## config.mk

```make
export PLATFORM = sky130hd
export DESIGN_NAME = sorted_priority_queue_unit_flat
export DESIGN_NICKNAME = d
export VERILOG_FILES = /design/src/rtl/core/spq_pkg.sv /design/src/rtl/core/spq_in_if.sv /design/src/rtl/core/spq_out_if.sv /design/src/rtl/core/spq_ram.sv /design/src/rtl/core/spq_dp.sv /design/src/rtl/core/spq_ctrl.sv /design/src/rtl/core/sorted_priority_queue_unit.sv /design/src/flat_wrapper.sv
export SDC_FILE = /design/constraint.sdc
export NUM_CORES = 1
export LEC_CHECK = 0
export CAP_MARGIN = 10
export CORE_MARGIN = 2
export CORE_UTILIZATION = 65
export CTS_BUF_LIST = sky130_fd_sc_hd__clkbuf_2 sky130_fd_sc_hd__clkbuf_4 sky130_fd_sc_hd__clkbuf_8
export CTS_CLUSTER_DIAMETER = 60
export CTS_CLUSTER_SIZE = 20
export DETAILED_ROUTE_END_ITERATION = 10
export DONT_BUFFER_PORTS = 1
export GPL_TIMING_DRIVEN = 0
export PLACE_DENSITY = 0.81
export SLEW_MARGIN = 15
export SYNTH_ARGS = -nofsm -noshare
export SYNTH_HDL_FRONTEND = slang
export SYNTH_SLANG_ARGS = --single-unit
```

## constraint.sdc

```tcl
create_clock -name clk -period 24.2 [get_ports clk]
set_input_delay 3.63 -clock clk [delete_from_list [all_inputs] [get_ports clk]]
set_output_delay 3.63 -clock clk [all_outputs]
set_load 0.05 [all_outputs]
```

## src/rtl/core/spq_pkg.sv

```systemverilog
// Shared types and constants for the sorted priority queue.
// Holds payload widths, item and status codes, and the controller-to-datapath
// command and status structs. No dependencies.
package spq_pkg;

  // Payload widths, fixed by the item format.
  localparam int DATA_W    = 32;
  localparam int KIND_W    = 2;
  localparam int STATUS_W  = 2;
  localparam int OUT_CNT_W = 5;

  // Item kinds. Any kind that is neither enqueue nor dequeue only inspects.
  localparam logic [KIND_W-1:0] KIND_ENQ = 2'd0;
  localparam logic [KIND_W-1:0] KIND_DEQ = 2'd1;

  // Result status codes.
  localparam logic [STATUS_W-1:0] ST_OK    = 2'd0;
  localparam logic [STATUS_W-1:0] ST_EMPTY = 2'd1;
  localparam logic [STATUS_W-1:0] ST_FULL  = 2'd2;

  // Index register operations.
  localparam logic [2:0] IDX_HOLD = 3'd0;
  localparam logic [2:0] IDX_ZERO = 3'd1;
  localparam logic [2:0] IDX_LAST = 3'd2;
  localparam logic [2:0] IDX_INC  = 3'd3;
  localparam logic [2:0] IDX_DEC  = 3'd4;

  // Write address selection: zero, or relative to the index of the entry just read.
  localparam logic [1:0] WA_ZERO = 2'd0;
  localparam logic [1:0] WA_UP   = 2'd1;
  localparam logic [1:0] WA_DOWN = 2'd2;

  // Entry counter operations.
  localparam logic [1:0] CNT_HOLD = 2'd0;
  localparam logic [1:0] CNT_INC  = 2'd1;
  localparam logic [1:0] CNT_DEC  = 2'd2;

  // Commands from the controller to the datapath.
  typedef struct packed {
    logic       load;        // capture the accepted item, clear the working result
    logic [2:0] idx_op;      // next read index
    logic       wr_en;       // write the entry store
    logic [1:0] wr_addr_sel; // where the write goes
    logic       wr_new;      // write the new pair rather than the entry just read
    logic [1:0] cnt_op;      // entry counter update
    logic       take_front;  // capture the entry just read as the removed pair
    logic       scan_acc;    // fold the entry just read into front, rear, max, min
    logic       publish;     // move the working result to the output register
  } dp_cmd_t;

  // Status from the datapath to the controller.
  typedef struct packed {
    logic is_enq;     // held item is an enqueue
    logic is_deq;     // held item is a dequeue
    logic cnt_zero;   // store is empty
    logic cnt_one;    // store holds exactly one entry
    logic cnt_full;   // store is full
    logic pri_ge;     // entry just read has priority equal or higher than the new one
    logic pidx_zero;  // entry just read is the front
    logic pidx_last;  // entry just read is the last stored
    logic out_busy;   // output register holds a result that is not taken this cycle
  } dp_sts_t;

endpackage

```

## src/rtl/core/spq_in_if.sv

```systemverilog
// Input channel of the sorted priority queue: valid, ready and one item.
// Depends on spq_pkg for the payload widths.
interface spq_in_if import spq_pkg::*; ();
  logic                     valid;
  logic                     ready;
  logic [KIND_W-1:0]        kind;
  logic signed [DATA_W-1:0] value;
  logic signed [DATA_W-1:0] priority_req;

  modport source (output valid, output kind, output value, output priority_req,
                  input ready);
  modport sink   (input valid, input kind, input value, input priority_req,
                  output ready);
endinterface

```

## src/rtl/core/spq_out_if.sv

```systemverilog
// Result channel of the sorted priority queue: valid, ready and one result item.
// Depends on spq_pkg for the payload widths.
interface spq_out_if import spq_pkg::*; ();
  logic                     valid;
  logic                     ready;
  logic [STATUS_W-1:0]      status;
  logic signed [DATA_W-1:0] front_value;
  logic signed [DATA_W-1:0] front_priority;
  logic signed [DATA_W-1:0] rear_value;
  logic signed [DATA_W-1:0] rear_priority;
  logic [OUT_CNT_W-1:0]     entry_count;
  logic signed [DATA_W-1:0] largest_value;
  logic signed [DATA_W-1:0] smallest_value;

  modport source (output valid, output status, output front_value,
                  output front_priority, output rear_value, output rear_priority,
                  output entry_count, output largest_value, output smallest_value,
                  input ready);
  modport sink   (input valid, input status, input front_value,
                  input front_priority, input rear_value, input rear_priority,
                  input entry_count, input largest_value, input smallest_value,
                  output ready);
endinterface

```

## src/rtl/core/spq_ram.sv

```systemverilog
// Generic single-write, single-read RAM with a registered read port.
// No dependencies; contents are undefined until written.
module spq_ram #(
  parameter int WIDTH = 64,
  parameter int DEPTH = 16
) (
  input  logic                     clk,
  input  logic                     wr_en,
  input  logic [$clog2(DEPTH)-1:0] wr_addr,
  input  logic [WIDTH-1:0]         wr_data,
  input  logic [$clog2(DEPTH)-1:0] rd_addr,
  output logic [WIDTH-1:0]         rd_data
);

  logic [WIDTH-1:0] mem [DEPTH];

  // One write and one registered read per cycle.
  always_ff @(posedge clk) begin
    if (wr_en) begin
      mem[wr_addr] <= wr_data;
    end
    rd_data <= mem[rd_addr];
  end

endmodule

```

## src/rtl/core/spq_dp.sv

```systemverilog
// Datapath of the sorted priority queue: entry store, index and count
// registers, working result and output register. Depends on spq_pkg and spq_ram.
module spq_dp import spq_pkg::*; #(
  parameter int CAPACITY = 16
) (
  input  logic                     clk,
  input  logic                     rst_n,
  input  dp_cmd_t                  cmd,
  output dp_sts_t                  sts,
  input  logic [KIND_W-1:0]        in_kind,
  input  logic signed [DATA_W-1:0] in_value,
  input  logic signed [DATA_W-1:0] in_priority,
  input  logic                     out_ready,
  output logic                     out_valid,
  output logic [STATUS_W-1:0]      out_status,
  output logic signed [DATA_W-1:0] out_front_value,
  output logic signed [DATA_W-1:0] out_front_priority,
  output logic signed [DATA_W-1:0] out_rear_value,
  output logic signed [DATA_W-1:0] out_rear_priority,
  output logic [OUT_CNT_W-1:0]     out_entry_count,
  output logic signed [DATA_W-1:0] out_largest_value,
  output logic signed [DATA_W-1:0] out_smallest_value
);

  localparam int ADDR_W  = $clog2(CAPACITY);
  localparam int CNT_W   = $clog2(CAPACITY + 1);
  localparam int ENTRY_W = 2 * DATA_W;

  // Control registers.
  logic [CNT_W-1:0]  count_r, count_nxt;
  logic              out_valid_r, out_valid_nxt;

  // Index registers: idx_r addresses the read, pidx_r names the entry on rd_q.
  logic [ADDR_W-1:0] idx_r, idx_nxt;
  logic [ADDR_W-1:0] pidx_r;

  // Held item.
  logic [KIND_W-1:0]        kind_r;
  logic signed [DATA_W-1:0] value_r;
  logic signed [DATA_W-1:0] pri_r;

  // Working result.
  logic [STATUS_W-1:0]      status_r;
  logic                     front_taken_r;
  logic signed [DATA_W-1:0] fv_r, fp_r, rv_r, rp_r, mx_r, mn_r;

  // Output register.
  logic [STATUS_W-1:0]      o_status_r;
  logic signed [DATA_W-1:0] o_fv_r, o_fp_r, o_rv_r, o_rp_r, o_mx_r, o_mn_r;
  logic [OUT_CNT_W-1:0]     o_cnt_r;

  // Store interface.
  logic [ADDR_W-1:0]        wr_addr;
  logic [ENTRY_W-1:0]       wr_data;
  logic [ENTRY_W-1:0]       rd_q;
  logic signed [DATA_W-1:0] rd_val;
  logic signed [DATA_W-1:0] rd_pri;

  logic [CNT_W-1:0]           cnt_m1;
  logic [CNT_W+OUT_CNT_W-1:0] cnt_ext;
  logic                       cnt_full;
  logic                       cnt_zero;

  spq_ram #(
    .WIDTH (ENTRY_W),
    .DEPTH (CAPACITY)
  ) u_store (
    .clk     (clk),
    .wr_en   (cmd.wr_en),
    .wr_addr (wr_addr),
    .wr_data (wr_data),
    .rd_addr (idx_r),
    .rd_data (rd_q)
  );

  assign rd_val   = $signed(rd_q[ENTRY_W-1:DATA_W]);
  assign rd_pri   = $signed(rd_q[DATA_W-1:0]);
  assign cnt_m1   = count_r - CNT_W'(1);
  assign cnt_full = (count_r == CNT_W'(CAPACITY));
  assign cnt_zero = (count_r == '0);
  assign cnt_ext  = {{OUT_CNT_W{1'b0}}, count_r};

  // Write address and data for shifting and insertion.
  always_comb begin
    unique case (cmd.wr_addr_sel)
      WA_UP:   wr_addr = pidx_r + ADDR_W'(1);
      WA_DOWN: wr_addr = pidx_r - ADDR_W'(1);
      default: wr_addr = '0;
    endcase
    wr_data = cmd.wr_new ? {value_r, pri_r} : rd_q;
  end

  // Next read index.
  always_comb begin
    unique case (cmd.idx_op)
      IDX_ZERO: idx_nxt = '0;
      IDX_LAST: idx_nxt = cnt_m1[ADDR_W-1:0];
      IDX_INC:  idx_nxt = idx_r + ADDR_W'(1);
      IDX_DEC:  idx_nxt = idx_r - ADDR_W'(1);
      default:  idx_nxt = idx_r;
    endcase
  end

  // Entry count and output handshake.
  always_comb begin
    unique case (cmd.cnt_op)
      CNT_INC: count_nxt = count_r + CNT_W'(1);
      CNT_DEC: count_nxt = cnt_m1;
      default: count_nxt = count_r;
    endcase
    if (cmd.publish) begin
      out_valid_nxt = 1'b1;
    end else if (out_ready) begin
      out_valid_nxt = 1'b0;
    end else begin
      out_valid_nxt = out_valid_r;
    end
  end

  always_ff @(posedge clk) begin
    if (!rst_n) begin
      count_r     <= '0;
      out_valid_r <= 1'b0;
    end else begin
      count_r     <= count_nxt;
      out_valid_r <= out_valid_nxt;
    end
  end

  // Index registers.
  always_ff @(posedge clk) begin
    idx_r  <= idx_nxt;
    pidx_r <= idx_r;
  end

  // Held item and working result.
  always_ff @(posedge clk) begin
    if (cmd.load) begin
      kind_r        <= in_kind;
      value_r       <= in_value;
      pri_r         <= in_priority;
      front_taken_r <= 1'b0;
      fv_r          <= '0;
      fp_r          <= '0;
      rv_r          <= '0;
      rp_r          <= '0;
      mx_r          <= '0;
      mn_r          <= '0;
      if (in_kind == KIND_ENQ && cnt_full) begin
        status_r <= ST_FULL;
      end else if (in_kind != KIND_ENQ && cnt_zero) begin
        status_r <= ST_EMPTY;
      end else begin
        status_r <= ST_OK;
      end
    end else begin
      if (cmd.take_front) begin
        fv_r          <= rd_val;
        fp_r          <= rd_pri;
        front_taken_r <= 1'b1;
      end
      if (cmd.scan_acc) begin
        if (pidx_r == '0) begin
          mx_r <= rd_val;
          mn_r <= rd_val;
          if (!front_taken_r) begin
            fv_r <= rd_val;
            fp_r <= rd_pri;
          end
        end else begin
          if (rd_val > mx_r) begin
            mx_r <= rd_val;
          end
          if (rd_val < mn_r) begin
            mn_r <= rd_val;
          end
        end
        if (sts.pidx_last) begin
          rv_r <= rd_val;
          rp_r <= rd_pri;
        end
      end
    end
  end

  // Output register, loaded when the result is complete.
  always_ff @(posedge clk) begin
    if (cmd.publish) begin
      o_status_r <= status_r;
      o_fv_r     <= fv_r;
      o_fp_r     <= fp_r;
      o_rv_r     <= rv_r;
      o_rp_r     <= rp_r;
      o_mx_r     <= mx_r;
      o_mn_r     <= mn_r;
      o_cnt_r    <= cnt_ext[OUT_CNT_W-1:0];
    end
  end

  // Status towards the controller.
  always_comb begin
    sts.is_enq    = (kind_r == KIND_ENQ);
    sts.is_deq    = (kind_r == KIND_DEQ);
    sts.cnt_zero  = cnt_zero;
    sts.cnt_one   = (count_r == CNT_W'(1));
    sts.cnt_full  = cnt_full;
    sts.pri_ge    = !(rd_pri < pri_r);
    sts.pidx_zero = (pidx_r == '0);
    sts.pidx_last = (CNT_W'(pidx_r) == cnt_m1);
    sts.out_busy  = out_valid_r && !out_ready;
  end

  assign out_valid          = out_valid_r;
  assign out_status         = o_status_r;
  assign out_front_value    = o_fv_r;
  assign out_front_priority = o_fp_r;
  assign out_rear_value     = o_rv_r;
  assign out_rear_priority  = o_rp_r;
  assign out_entry_count    = o_cnt_r;
  assign out_largest_value  = o_mx_r;
  assign out_smallest_value = o_mn_r;

endmodule

```

## src/rtl/core/spq_ctrl.sv

```systemverilog
// Controller of the sorted priority queue: sequences insertion, removal and
// the closing scan of the store. Depends on spq_pkg.
module spq_ctrl import spq_pkg::*; (
  input  logic    clk,
  input  logic    rst_n,
  input  logic    in_valid,
  output logic    in_ready,
  input  dp_sts_t sts,
  output dp_cmd_t cmd
);

  localparam logic [3:0] S_IDLE       = 4'd0;
  localparam logic [3:0] S_DISPATCH   = 4'd1;
  localparam logic [3:0] S_ENQ_WAIT   = 4'd2;
  localparam logic [3:0] S_ENQ_CMP    = 4'd3;
  localparam logic [3:0] S_ENQ_FRONT  = 4'd4;
  localparam logic [3:0] S_DEQ_WAIT   = 4'd5;
  localparam logic [3:0] S_DEQ_TAKE   = 4'd6;
  localparam logic [3:0] S_DEQ_SHIFT  = 4'd7;
  localparam logic [3:0] S_SCAN_START = 4'd8;
  localparam logic [3:0] S_SCAN_WAIT  = 4'd9;
  localparam logic [3:0] S_SCAN_RUN   = 4'd10;
  localparam logic [3:0] S_DONE       = 4'd11;

  logic [3:0] state_r, state_nxt;

  always_ff @(posedge clk) begin
    if (!rst_n) begin
      state_r <= S_IDLE;
    end else begin
      state_r <= state_nxt;
    end
  end

  // Next state and datapath commands.
  always_comb begin
    state_nxt       = state_r;
    in_ready        = 1'b0;
    cmd.load        = 1'b0;
    cmd.idx_op      = IDX_HOLD;
    cmd.wr_en       = 1'b0;
    cmd.wr_addr_sel = WA_ZERO;
    cmd.wr_new      = 1'b0;
    cmd.cnt_op      = CNT_HOLD;
    cmd.take_front  = 1'b0;
    cmd.scan_acc    = 1'b0;
    cmd.publish     = 1'b0;

    unique case (state_r)
      S_IDLE: begin
        in_ready = 1'b1;
        if (in_valid) begin
          cmd.load  = 1'b1;
          state_nxt = S_DISPATCH;
        end
      end

      S_DISPATCH: begin
        if (sts.is_enq && !sts.cnt_full) begin
          if (sts.cnt_zero) begin
            // Empty store: the new pair goes straight to the front.
            cmd.wr_en       = 1'b1;
            cmd.wr_addr_sel = WA_ZERO;
            cmd.wr_new      = 1'b1;
            cmd.cnt_op      = CNT_INC;
            state_nxt       = S_SCAN_START;
          end else begin
            cmd.idx_op = IDX_LAST;
            state_nxt  = S_ENQ_WAIT;
          end
        end else if (sts.is_deq && !sts.cnt_zero) begin
          cmd.idx_op = IDX_ZERO;
          state_nxt  = S_DEQ_WAIT;
        end else begin
          state_nxt = S_SCAN_START;
        end
      end

      // Insertion walks from the rear, moving each lower-priority entry
      // up one place, until an entry of equal or higher priority is seen.
      S_ENQ_WAIT: begin
        cmd.idx_op = IDX_DEC;
        state_nxt  = S_ENQ_CMP;
      end

      S_ENQ_CMP: begin
        cmd.wr_en       = 1'b1;
        cmd.wr_addr_sel = WA_UP;
        if (sts.pri_ge) begin
          cmd.wr_new = 1'b1;
          cmd.cnt_op = CNT_INC;
          state_nxt  = S_SCAN_START;
        end else if (sts.pidx_zero) begin
          state_nxt = S_ENQ_FRONT;
        end else begin
          cmd.idx_op = IDX_DEC;
        end
      end

      S_ENQ_FRONT: begin
        cmd.wr_en       = 1'b1;
        cmd.wr_addr_sel = WA_ZERO;
        cmd.wr_new      = 1'b1;
        cmd.cnt_op      = CNT_INC;
        state_nxt       = S_SCAN_START;
      end

      // Removal captures the front, then moves every other entry down one place.
      S_DEQ_WAIT: begin
        cmd.idx_op = IDX_INC;
        state_nxt  = S_DEQ_TAKE;
      end

      S_DEQ_TAKE: begin
        cmd.take_front = 1'b1;
        if (sts.cnt_one) begin
          cmd.cnt_op = CNT_DEC;
          state_nxt  = S_SCAN_START;
        end else begin
          cmd.idx_op = IDX_INC;
          state_nxt  = S_DEQ_SHIFT;
        end
      end

      S_DEQ_SHIFT: begin
        cmd.wr_en       = 1'b1;
        cmd.wr_addr_sel = WA_DOWN;
        if (sts.pidx_last) begin
          cmd.cnt_op = CNT_DEC;
          state_nxt  = S_SCAN_START;
        end else begin
          cmd.idx_op = IDX_INC;
        end
      end

      // Closing scan gathers rear, largest and smallest value, and the front unless a dequeue took it.
      S_SCAN_START: begin
        if (sts.cnt_zero) begin
          state_nxt = S_DONE;
        end else begin
          cmd.idx_op = IDX_ZERO;
          state_nxt  = S_SCAN_WAIT;
        end
      end

      S_SCAN_WAIT: begin
        cmd.idx_op = IDX_INC;
        state_nxt  = S_SCAN_RUN;
      end

      S_SCAN_RUN: begin
        cmd.scan_acc = 1'b1;
        if (sts.pidx_last) begin
          state_nxt = S_DONE;
        end else begin
          cmd.idx_op = IDX_INC;
        end
      end

      S_DONE: begin
        if (!sts.out_busy) begin
          cmd.publish = 1'b1;
          state_nxt   = S_IDLE;
        end
      end

      default: begin
        state_nxt = S_IDLE;
      end
    endcase
  end

endmodule

```

## src/rtl/core/sorted_priority_queue_unit.sv

```systemverilog
// Sorted priority queue, one item at a time. An inspect is answered after a scan
// of the stored entries, skipped on an empty store; an enqueue into a non-empty,
// non-full store first walks from the rear to insert, a dequeue first moves the
// entries down. Each walk over the entry store reads one entry a cycle. The next
// item can be accepted once the result is registered, while it waits to be taken.
// Synchronous active-low reset empties the queue; stored data needs no clearing.
module sorted_priority_queue_unit import spq_pkg::*; #(
  parameter int CAPACITY = 16
) (
  input logic       clk,
  input logic       rst_n,
  spq_in_if.sink    in_ch,
  spq_out_if.source out_ch
);

  dp_cmd_t cmd;
  dp_sts_t sts;

  spq_ctrl u_ctrl (
    .clk      (clk),
    .rst_n    (rst_n),
    .in_valid (in_ch.valid),
    .in_ready (in_ch.ready),
    .sts      (sts),
    .cmd      (cmd)
  );

  spq_dp #(
    .CAPACITY (CAPACITY)
  ) u_dp (
    .clk                (clk),
    .rst_n              (rst_n),
    .cmd                (cmd),
    .sts                (sts),
    .in_kind            (in_ch.kind),
    .in_value           (in_ch.value),
    .in_priority        (in_ch.priority_req),
    .out_ready          (out_ch.ready),
    .out_valid          (out_ch.valid),
    .out_status         (out_ch.status),
    .out_front_value    (out_ch.front_value),
    .out_front_priority (out_ch.front_priority),
    .out_rear_value     (out_ch.rear_value),
    .out_rear_priority  (out_ch.rear_priority),
    .out_entry_count    (out_ch.entry_count),
    .out_largest_value  (out_ch.largest_value),
    .out_smallest_value (out_ch.smallest_value)
  );

  // An accepted item is worked on alone: no second item the next cycle.
  assert property (@(posedge clk) disable iff (!rst_n)
    (in_ch.valid && in_ch.ready) |=> !in_ch.ready)
    else $error("second item accepted while one is in progress");

  // A new result is published only from a state in which no item can enter.
  assert property (@(posedge clk) disable iff (!rst_n)
    $rose(out_ch.valid) |-> $past(!in_ch.ready))
    else $error("result published while the input side was open");

  // An empty status leaves an empty store with rear, largest and smallest value zero.
  assert property (@(posedge clk) disable iff (!rst_n)
    (out_ch.valid && out_ch.status == ST_EMPTY) |->
      (out_ch.entry_count == '0 && out_ch.rear_value == '0 &&
       out_ch.largest_value == '0 && out_ch.smallest_value == '0))
    else $error("empty status with a non-empty report");

  // A dropped enqueue reports a full store.
  assert property (@(posedge clk) disable iff (!rst_n)
    (out_ch.valid && out_ch.status == ST_FULL) |->
      (out_ch.entry_count == OUT_CNT_W'(CAPACITY)))
    else $error("full status without a full store");

  // The largest stored value never falls below the smallest.
  assert property (@(posedge clk) disable iff (!rst_n)
    (out_ch.valid && out_ch.entry_count != '0) |->
      (out_ch.largest_value >= out_ch.smallest_value))
    else $error("largest value below smallest value");

endmodule
```

## src/flat_wrapper.sv

```systemverilog
// flat-port wrapper written by rule: the top's interface ports become plain ports
module sorted_priority_queue_unit_flat import spq_pkg::*;
#(
  parameter int CAPACITY = 16
)
  (clk, rst_n, in_ch_valid, in_ch_kind, in_ch_value, in_ch_priority_req, in_ch_ready, out_ch_valid, out_ch_status, out_ch_front_value, out_ch_front_priority, out_ch_rear_value, out_ch_rear_priority, out_ch_entry_count, out_ch_largest_value, out_ch_smallest_value, out_ch_ready);
  spq_in_if in_ch_i ();
  spq_out_if out_ch_i ();
  input logic clk;
  input logic rst_n;
  input wire logic [$bits(in_ch_i.valid)-1:0] in_ch_valid;
  input wire logic [$bits(in_ch_i.kind)-1:0] in_ch_kind;
  input wire logic [$bits(in_ch_i.value)-1:0] in_ch_value;
  input wire logic [$bits(in_ch_i.priority_req)-1:0] in_ch_priority_req;
  output wire logic [$bits(in_ch_i.ready)-1:0] in_ch_ready;
  output wire logic [$bits(out_ch_i.valid)-1:0] out_ch_valid;
  output wire logic [$bits(out_ch_i.status)-1:0] out_ch_status;
  output wire logic [$bits(out_ch_i.front_value)-1:0] out_ch_front_value;
  output wire logic [$bits(out_ch_i.front_priority)-1:0] out_ch_front_priority;
  output wire logic [$bits(out_ch_i.rear_value)-1:0] out_ch_rear_value;
  output wire logic [$bits(out_ch_i.rear_priority)-1:0] out_ch_rear_priority;
  output wire logic [$bits(out_ch_i.entry_count)-1:0] out_ch_entry_count;
  output wire logic [$bits(out_ch_i.largest_value)-1:0] out_ch_largest_value;
  output wire logic [$bits(out_ch_i.smallest_value)-1:0] out_ch_smallest_value;
  input wire logic [$bits(out_ch_i.ready)-1:0] out_ch_ready;
  assign in_ch_i.valid = in_ch_valid;
  assign in_ch_i.kind = in_ch_kind;
  assign in_ch_i.value = in_ch_value;
  assign in_ch_i.priority_req = in_ch_priority_req;
  assign in_ch_ready = in_ch_i.ready;
  assign out_ch_valid = out_ch_i.valid;
  assign out_ch_status = out_ch_i.status;
  assign out_ch_front_value = out_ch_i.front_value;
  assign out_ch_front_priority = out_ch_i.front_priority;
  assign out_ch_rear_value = out_ch_i.rear_value;
  assign out_ch_rear_priority = out_ch_i.rear_priority;
  assign out_ch_entry_count = out_ch_i.entry_count;
  assign out_ch_largest_value = out_ch_i.largest_value;
  assign out_ch_smallest_value = out_ch_i.smallest_value;
  assign out_ch_i.ready = out_ch_ready;
  sorted_priority_queue_unit #(.CAPACITY(CAPACITY)) u_core (.clk(clk), .rst_n(rst_n), .in_ch(in_ch_i), .out_ch(out_ch_i));
endmodule
```

* Word level (Yosys, flattened, before mapping) *
Memories as Yosys holds them, arrays and structs flattened. A register that Yosys moved wholly into a read port is not among the register bits.
Index checks and enable logic that the tools add are counted.

storage, ports and cells
  bits in registers = 478
  memory bits (writable) = 1024
  output and inout bits = 201
  logic and storage cells = 144
  memories = 1

memories
  name                     depth  width  read ports  clocked after Yosys merged registers in  write ports  RTL line       source
  u_core.u_dp.u_store.mem  16     64     1           1                                        1            spq_ram.sv:15  logic [WIDTH-1:0] mem [DEPTH];

operators by class
  add/sub/neg operators = 6
  $lt $le $gt $ge = 3
  eq/ne operators = 28
  multiplexer cells = 57
  reductions and logical operators = 25

operators by type and width
  operator                                                               number
  32-bit two-way mux                                                     12
  32-bit < comparator                                                    2
  64-bit two-way mux                                                     1
  4-bit one-hot mux with 12 select lines                                 1
  4-bit two-way mux                                                      10
  32-bit greater-than comparator                                         1
  3-bit one-hot mux with 7 select lines                                  1
  4-bit by 3-bit equality test with 1-bit output, second input constant  4
  4-bit equality test, second input constant                             4
  4-bit one-hot mux with 4 select lines                                  1
  1-bit two-way mux                                                      14
  2-bit two-way mux                                                      6
  3-bit two-way mux                                                      4
  6-bit two-way mux                                                      2
  3-bit one-hot mux with 4 select lines                                  1
  2-bit one-hot mux with 5 select lines                                  1
  5-bit one-hot mux with 2 select lines                                  1
  2-bit nonzero test                                                     5
  4-bit by 1-bit adder with 4-bit output, second input constant          2
  4-bit by 2-bit equality test with 1-bit output, second input constant  2
  4-bit zero test                                                        2
  4-bit one-hot mux with 2 select lines                                  1
  4-bit by 1-bit subtractor with 4-bit output, second input constant     2
  2-bit by 1-bit equality test with 1-bit output, second input constant  3
  22 further kinds                                                       36

* Logic depth before layout (Yosys ltp) *
Gate-level depths: netlist (run 1).

  depth in word-level cells = 8
  mapped depth = 17

* By module *
From an unflattened synthesis (run 1), not the netlist that was laid out.

unflattened totals
  cell total of the unflattened synthesis = 3266
  area total of the unflattened synthesis = 59515.8 um^2

by module, submodules not included
  module    times used  cells an instance  area each (um^2)  seq. area each (um^2)
  spq_ram   1           1647               39581.7           32030.7
  spq_dp    1           1521               19235.9           12201.7
  spq_ctrl  1           98                 698.2             80.1

* Least setup slack after synthesis (run 1) *
OpenSTA, ideal clock, no wires.

  kind = input -> register
  start point = input port out_ch_ready
  end point = register u_core.u_dp.o_cnt_r[0], in the netlist u_core.u_dp.out_entry_count[0] (enable)
  setup time = 1.002 ns
  data arrival time = 17.071 ns
  data required time = 23.198 ns
  path slack = 6.128 ns
  stages on the path = 2
  path buffers = 0
  cell sequence = nor2b_1 -> nor3_1

RTL lines
  what                  RTL line            source
  from (decl)           flat_wrapper.sv:25  input wire logic [$bits(out_ch_i.ready)-1:0] out_ch_ready;
  to (signal assigned)  spq_dp.sv:196       o_cnt_r <= cnt_ext[OUT_CNT_W-1:0];
  to (decl)             spq_dp.sv:50        logic [OUT_CNT_W-1:0] o_cnt_r;

* Worst setup path after layout (run 1) *
  start point = register u_core.u_ctrl.state_r[1]
  end point = output port in_ch_ready

between the ends
  cells in the longest elaborated chain, start to end = 2

RTL lines
  what                    RTL line            source
  from (decl)             spq_ctrl.sv:25      logic [3:0] state_r, state_nxt;
  from (signal assigned)  spq_ctrl.sv:31      state_r <= state_nxt;
  4-bit zero test         spq_ctrl.sv:49      unique case (state_r)
  1-bit two-way mux       spq_ctrl.sv:49
  to (decl)               flat_wrapper.sv:15  output wire logic [$bits(in_ch_i.ready)-1:0] in_ch_ready;

Every way passes these cells.

==> results of run 1 <==
## layout by cell type (no fill, tap or decap), types with 8 or more instances in the layout
cell | Yosys | routed
o221ai_1 | 32 | 32
dfxtp_1 | 271 | 271
mux2_1 | 65 | 65
a21o_1 | 16 | 16
ha_1 | 104 | 104
nor2_1 | 46 | 29
inv_6 | 0 | 9
clkbuf_2 | 0 | 9
mux2_2 | 31 | 31
xnor2_1 | 11 | 11
clkbuf_4 | 0 | 43
a21oi_1 | 171 | 171
nor3_1 | 14 | 13
mux2i_1 | 35 | 35
nor2b_1 | 8 | 8
nand2_1 | 351 | 350
nor2_4 | 1 | 18
buf_12 | 0 | 18
clkbuf_8 | 0 | 108
clkinvlp_4 | 0 | 8
a211oi_1 | 9 | 9
inv_1 | 107 | 107
o21ai_0 | 27 | 25
clkbuf_1 | 98 | 91
mux4_2 | 320 | 320
nand3_1 | 76 | 76
buf_1 | 19 | 16
edfxtp_1 | 1295 | 1295
nand4_1 | 18 | 18
buf_16 | 0 | 47
buf_2 | 34 | 34
buf_4 | 2 | 18
nand2b_1 | 8 | 8
o21a_1 | 8 | 8
buf_6 | 8 | 11
## worst max-delay path, cell delays in order (launching register included)
cell,delay (ns)
dfxtp_1,0.33
clkbuf_1,0.22
nor2_1,0.26
nand2_1,0.10
inv_1,0.46
## metal layers
metal / vias to the layer above / global-route usage [%] / wire length, microns
met3: 359 / 6.42 / 14800
met5: - / 0 / 71
met4: 10 / 12.8 / 6490
met1: 16167 / 40.9 / 51800
met2: 1999 / 54.0 / 75000
li1: 13132 / - / -
## how the worst max path moves through the flow
stage	slack [ns]	start	cells past startpoint	to
finish	18.40	u_core.u_ctrl.state_r[1]	4	in_ch_ready
detailed placement	18.13	out_ch_ready	8	u_core.u_dp.out_largest_value[26]
global route	18.30	u_core.u_ctrl.state_r[1]	4	in_ch_ready
CTS	18.39	u_core.u_ctrl.state_r[1]	4	in_ch_ready
floorplan	6.13	out_ch_ready	2	u_core.u_dp.out_entry_count[0]
global placement	0.90	out_ch_ready	2	u_core.u_dp.out_front_priority[29]
## through the flow
stage | worst slack, ns | cells | total power [W] | hold slack, ns
5_1_grt | 18.30 | 4712 | 0.00779 | 0.424
3_5_place_dp | 18.13 | 4521 | 0.00620 | 0.389
6_report | 18.40 | 4715 | 0.00752 | 0.421
2_1_floorplan | 6.13 | 3251 | 0.00534 | 0.366
4_1_cts | 18.39 | 4711 | 0.00751 | 0.413
3_3_place_gp | 0.898 | 4437 | 0.00603 | 0.375
## synthesized netlist by cell type (4+ instances only)
cell	instances
nand4_1	18
and2_1	6
clkbuf_1	98
o21ai_0	27
o21a_1	8
buf_1	19
mux2_2	31
buf_6	8
mux4_2	320
xnor2_1	11
a21o_1	16
o221ai_1	32
buf_2	34
ha_1	104
edfxtp_1	1295
nand2b_1	8
nor2_1	46
nor3_1	14
dfxtp_1	271
nand2_1	351
nand3_1	76
mux2_1	65
a211oi_1	9
a32oi_1	4
nor2b_1	8
mux2i_1	35
inv_1	107
a21oi_1	171
## power groups by stage
| stage | sequential [W] | clock [W] | combinational, W |
|---|---|---|---|
| floorplan | 0.00378 | 0 | 0.00157 |
| global placement | 0.00392 | 0 | 0.00211 |
| detailed placement | 0.00391 | 0 | 0.00229 |
| CTS | 0.00384 | 0.00136 | 0.00230 |
| global route | 0.00387 | 0.00144 | 0.00248 |
| finish | 0.00385 | 0.00135 | 0.00232 |
## logic make-up after synthesis
logic type,Yosys count,share of synthesized area (%)
adder cells (fa/ha/maj),106,2.25
XOR/XNOR,13,0.191
buffers and inverters,269,1.88
AND/OR/NAND/NOR,549,4.00
flip-flops,1566,74.2
AO/OA/AOI/OAI,297,3.02
multiplexers,451,14.5
## final cells by class
| type | count | area, sq um | share of cell area (%) |
|---|---|---|---|
| sequential | 1566 | 44300 | 67.8 |
| multi-input combinational | 1416 | 14400 | 22.1 |
| timing repair buffer | 84 | 1810 | 2.77 |
| clock buffer | 150 | 1800 | 2.76 |
| tap | 1186 | 1480 | 2.27 |
| buffer | 161 | 729 | 1.12 |
| inverter | 108 | 405 | 0.620 |
| clock inverter | 40 | 373 | 0.571 |
| antenna | 4 | 10.0 | 0.0153 |
==> metrics.yaml, run 1 <==
status:
  status: "finished, final reports clean"
die:
  core_sq_mm: 0.0914
  die-width_microns: 307
  initial_utilization_pct: 65.3
  die_h_microns: 307
  die_area_sq_mm: 0.0943
  rows: 111
  io_pins: 271
detailed_routing:
  firstDrtPassIters: 9
  drt-initial-drc-count: 4361
  drc: 0
  wl_per_cell_microns: 31.4
  vias: 31667
  ant_nets: 0
  routed_wl_mm: 148
  avgViaCountPerCell: 6.72
timing:
  fin_crit_sh_pct: 24.0
  hold_viol: 0
  worst_pin_slew_ns: 1.24
  finalMaxSlewViolations: 0
  fmax_ghz: 0.172
  finalClockSkew_ns: 0.0651
  setup_tns_ns: 0
  fin_crit_ns: 5.80
  relSlewSlack_pct: 17.7
  rsz0062_at_grt: "no"
  finalSetupViolCount: 0
setup_path:
  r2r_start: "u_core.u_dp.u_store.rd_data[31]"
  reg2reg_depth: 16
  start_kind: "flop"
  r2r-end: "u_core.u_dp.count_r[4]"
  required_ns: 20.57
  critPathCaptureType: "output pin"
  cp_max_fo: 10
  arrival_ns: 2.17
  critPathKind: "reg -> out"
  rrSetupSlack_ns: 19.29
pwr:
  power.density_mw_per_mm2: 115
  power_frac_clock_pct: 17.9
  p_switching_w: 0.00253
  p_leak_nw: 20.8
  internal_power_w: 0.00499
  p_sw_share_pct: 33.6
  seqPwrFrac_pct: 51.2
  worst_ir_drop_vdd_v: 0.0000680
  p_comb_share_pct: 30.8
worst_hold_path:
  hold_class: "reg -> reg"
  hp-start: "u_core.u_dp.rp_r[7]"
  min_path_cells: 0
  whs_endpoint: "u_core.u_dp.out_rear_priority[7]"
synthesis:
  synth.avg_cell_area_sq_um: 18.4
  syn_area_sq_mm: 0.0597
  yosysTopAreaCellShare_pct: 65.1
  ys_seq_area_share_pct: 74.2
  synth_area_leaders: "edfxtp_1 65%, mux4_2 12%, dfxtp_1 9.1%"
  synth_ff_type: "edfxtp_1"
  synth_fp_nets: 3427
  synth_seq_cells: 1566
  netlist_instances: 3251
  yosysUniqueCellTypes: 65
  synth_top_area_cell: "edfxtp_1"
  ys_warn_count: 0
  synthArstFlopShare_pct: 0
  synth-edff-count: 1295
clock_network:
  clock_latency_ns: 0.82
  htreeDepth: 3
  ctsResizeCount: 0
  cts_setup_buffers: 0
  hold_buffers: 0
  cts.sinks: 1566
  clk_pin_slew_worst_paths_ns: 0.11
  clockBufferDepth: 3
  clockRootBuffer: "clkbuf_8"
  cts_tree: "yes"
  cts_buffers: 100
place:
  place.gp.congestion: 0.910
  portBuffers: 0
  placedInstanceArea_sq_mm: 0.0632
  place_hpwl_mm: 101
final_layout:
  largest_registers: "u_core.u_dp.u_store.mem x1024, u_core.u_dp.u_store.rd_data x64"
  area_growth_pct: 9.44
  nets: 3613
  layout-drive-gt1-share_pct: 20.1
  num-fill-cells: 5294
  finish.utilization_pct: 71.5
  largest_reg_flops: 1024
  stdcell_area_sq_mm: 0.0654
  regMostFlops: "u_core.u_dp.u_store.mem"
global_route:
  grt_start_max_net_pins: 44
  grt_pass1_vias: 31927
  grtUsageTotal_pct: 31.9
  grt-ovfl-total: 0
  antenna_found_initial: 12
  grt_pass1_wl_mm: 214
run:
  cap_violations: 0
Power figures use the tool's default switching activity.
==> run 2, diff against run 1 <==
- CORE_UTILIZATION: 65 -> 59
- PLACE_DENSITY: 0.81 -> 0.78
- clock period: 24.2 -> 5.2 ns (I/O delays scaled with it)
==> run 2 against run 1 <==
Non-clock buffer count rose by 20. First-iteration DRC count up 1.3%. Largest power group unchanged. Count of clock-buffer cells in the layout decreased by 11. Global-route usage down 3.3 points. Final cell count is 2.8% higher. Setup slack got worse by 18 ns. Via count barely moved. Register-to-register slack lost 19 ns. Clock skew shrank 0.0091 ns. Core utilization fell by 5.7 points.
==> metrics.yaml, run 2 (synthesized netlist as in run 1, its figures left out) <==
clock_network:
  cts_buffers: 102  # +2.0%
  clockBufferDepth: 3  # unchanged
  htreeDepth: 3  # unchanged
  cts.sinks: 1566  # unchanged
  clockRootBuffer: "clkbuf_8"
  clk_pin_slew_worst_paths_ns: 0.11  # about the same
  clock_latency_ns: 0.83  # about the same
  cts_tree: "yes"
die:
  rows: 116  # +4.5%
  io_pins: 271  # unchanged
  die-width_microns: 322  # +4.9%
  die_area_sq_mm: 0.104  # +10%
  core_sq_mm: 0.100  # +9.6%
  initial_utilization_pct: 59.6  # -5.7 points
  die_h_microns: 322  # +4.9%
setup_path:
  rrSetupSlack_ns: 0.39  # -18.90 ns
  crit_chain: "ha_1, and4_1, nor4b_4, buf_4, o211ai_1, a31oi_2, o22ai_2, o221ai_2, buf_6, buf_6, inv_1, ha_1, nor2b_1, a32oi_1, or3_1, a21boi_0"
  cp_top_family: "compound AO/OA/AOI/OAI gates"
  crit_buf_inv: 4  # +2
  slowest_delay_ns: 0.64  # +0.18 ns
  cp_slowest_cell: "dfxtp_2"
  arrival_ns: 5.57  # +3.40 ns
  cp_max_fo: 10  # unchanged
  start_kind: "flop"
  critPathKind: "reg -> reg"
  required_ns: 5.95  # -14.62 ns
  critPathCaptureType: "flop"
detailed_routing:
  routed_wl_mm: 147  # -1.2%
  wl_per_cell_microns: 30.2  # -3.9%
  drc: 0  # unchanged
  vias: 31647  # -0.063%
  ant_nets: 0  # unchanged
  avgViaCountPerCell: 6.53  # -2.8%
  firstDrtPassIters: 6  # -3
  drt-initial-drc-count: 4417  # +1.3%
pwr:
  power.density_mw_per_mm2: 538  # +370%
  worst_ir_drop_vdd_v: 0.000338  # +400%
  p_leak_nw: 21.0  # +0.83%
  power_w: 0.0355  # +370%
timing:
  worst_pin_slew_ns: 1.28  # +0.0475 ns
  finalClockSkew_ns: 0.0560  # -0.00906 ns
  rsz0062_at_grt: "no"
  finalSetupViolCount: 0  # unchanged
  whs_ns: 0.0493  # -0.372 ns
  hold_viol: 0  # unchanged
  fin_crit_sh_pct: 92.6
  setup_tns_ns: 0  # unchanged
  relSlewSlack_pct: 14.5  # -3.2 points
  finalMaxSlewViolations: 0  # unchanged
  fin_crit_ns: 4.81
  fmax_ghz: 0.208
  layout_setup_ws_ns: 0.387  # -18.01 ns
final_layout:
  finish.utilization_pct: 65.9  # -5.7 points
  largest_registers: "u_core.u_dp.u_store.mem x1024, u_core.u_dp.u_store.rd_data x64"
  largest_reg_flops: 1024  # unchanged
  nets: 3635  # +0.61%
  final_common_cell: "edfxtp_1"
  regMostFlops: "u_core.u_dp.u_store.mem"
  layout-drive-gt1-share_pct: 20.1  # about the same
  area_growth_pct: 10.4
  layout_common_cells: "1,295 x edfxtp_1, 350 x nand2_1, 320 x mux4_2, 270 x dfxtp_1, 171 x a21oi_1"
global_route:
  grt_pass1_wl_mm: 211  # -1.2%
  grt_pass1_vias: 31153  # -2.4%
  grtUsageTotal_pct: 28.5  # -3.3 points
  antenna_found_initial: 6  # -6
  grt_start_max_net_pins: 46  # +4.5%
  grt-ovfl-total: 0  # unchanged
place:
  place_hpwl_mm: 98.1  # -3.2%
  place.gp.congestion: 0.913  # +0.40%
  portBuffers: 0  # unchanged
  dp_slack_ns: -0.304  # -18.44 ns
worst_hold_path:
  hold_class: "in -> reg"
status:
  status: "finished, final reports clean"
run:
  cap_violations: 0  # unchanged
[run 2: cell types whose count changed in the layout (fill, tap and decap cells not counted), moves of 3 or more]
cell	before	now
bufinv_16	1	10
dlygate4sd3_1	0	25
clkbuf_4	43	33
buf_16	47	39
inv_6	9	12
buf_4	18	4
clkinv_8	3	0
buf_12	18	28
buf_8	0	9
[run 2: final timing paths]
path,startpoint,end,cells past startpoint
worst max-delay path,u_core.u_dp.u_store.rd_data[31],u_core.u_dp.count_r[3],16
worst min-delay path,in_ch_value[13],u_core.u_dp.value_r[13],0
worst min register to register,u_core.u_dp.rv_r[31],u_core.u_dp.out_rear_value[31],0
worst max register to register,u_core.u_dp.u_store.rd_data[31],u_core.u_dp.count_r[3],16
[run 2: area by class of cell]
| class | instances | area (sq um) |
|---|---|---|
| Clock inverter | 54 | 667 |
| Inverter | 108 | 405 |
| Tap cell | 1298 | 1620 |
| Clock buffer | 139 | 1710 |
| Sequential cell | 1566 | 44300 |
| Timing Repair Buffer | 104 | 2050 |
| Buffer | 161 | 732 |
| Fill cell | 6297 | 34200 |
| Multi-Input combinational cell | 1416 | 14400 |
| Antenna cell | 3 | 7.51 |
[run 2: where the power goes]
part / internal [W] / switching, W
Sequential: 0.0166 / 0.00138
Clock: 0.00276 / 0.00398
Combinational: 0.00417 / 0.00654
[run 2: what timing repair did]
| action | 4_1_cts | 5_1_grt |
|---|---|---|
| hold buffers | 25 | 0 |
| hold endpoints to repair | 25 | 0 |
| gates resized for setup | 2 | 0 |
| buffers inserted | 0 | 2 |
| pin swaps | 0 | 0 |
| setup endpoints to repair | 624 | 3 |
| cloned | 0 | 0 |
[run 2: worst reg2reg max path, stage by stage (launching register included)]
cell and delay, ns:
dfxtp_2 0.64, ha_1 0.36, and4_1 0.29, nor4b_4 0.21, buf_4 0.23, o211ai_1 0.13
a31oi_2 0.47, o22ai_2 0.26, o221ai_2 0.48, buf_6 0.31, buf_6 0.27, inv_1 0.07
ha_1 0.26, nor2b_1 0.17, a32oi_1 0.12, or3_1 0.32, a21boi_0 0.16
[run 2: metal layers]
metal  GRT usage [%]  up-vias  share of wire (%)
li1                -    13163                  -
met1            39.1    16205                 37
met2            45.8     1978                 48
met3            6.15      297                 11
met4            10.4        4                3.5
met5               0        -              0.017
[run 2: stage by stage]
step,std cells,cell area (sq um)
2_1_floorplan,3251,59800
3_3_place_gp,4549,61400
3_5_place_dp,4626,63300
4_1_cts,4844,65900
5_1_grt,4847,65900
6_report,4849,66000
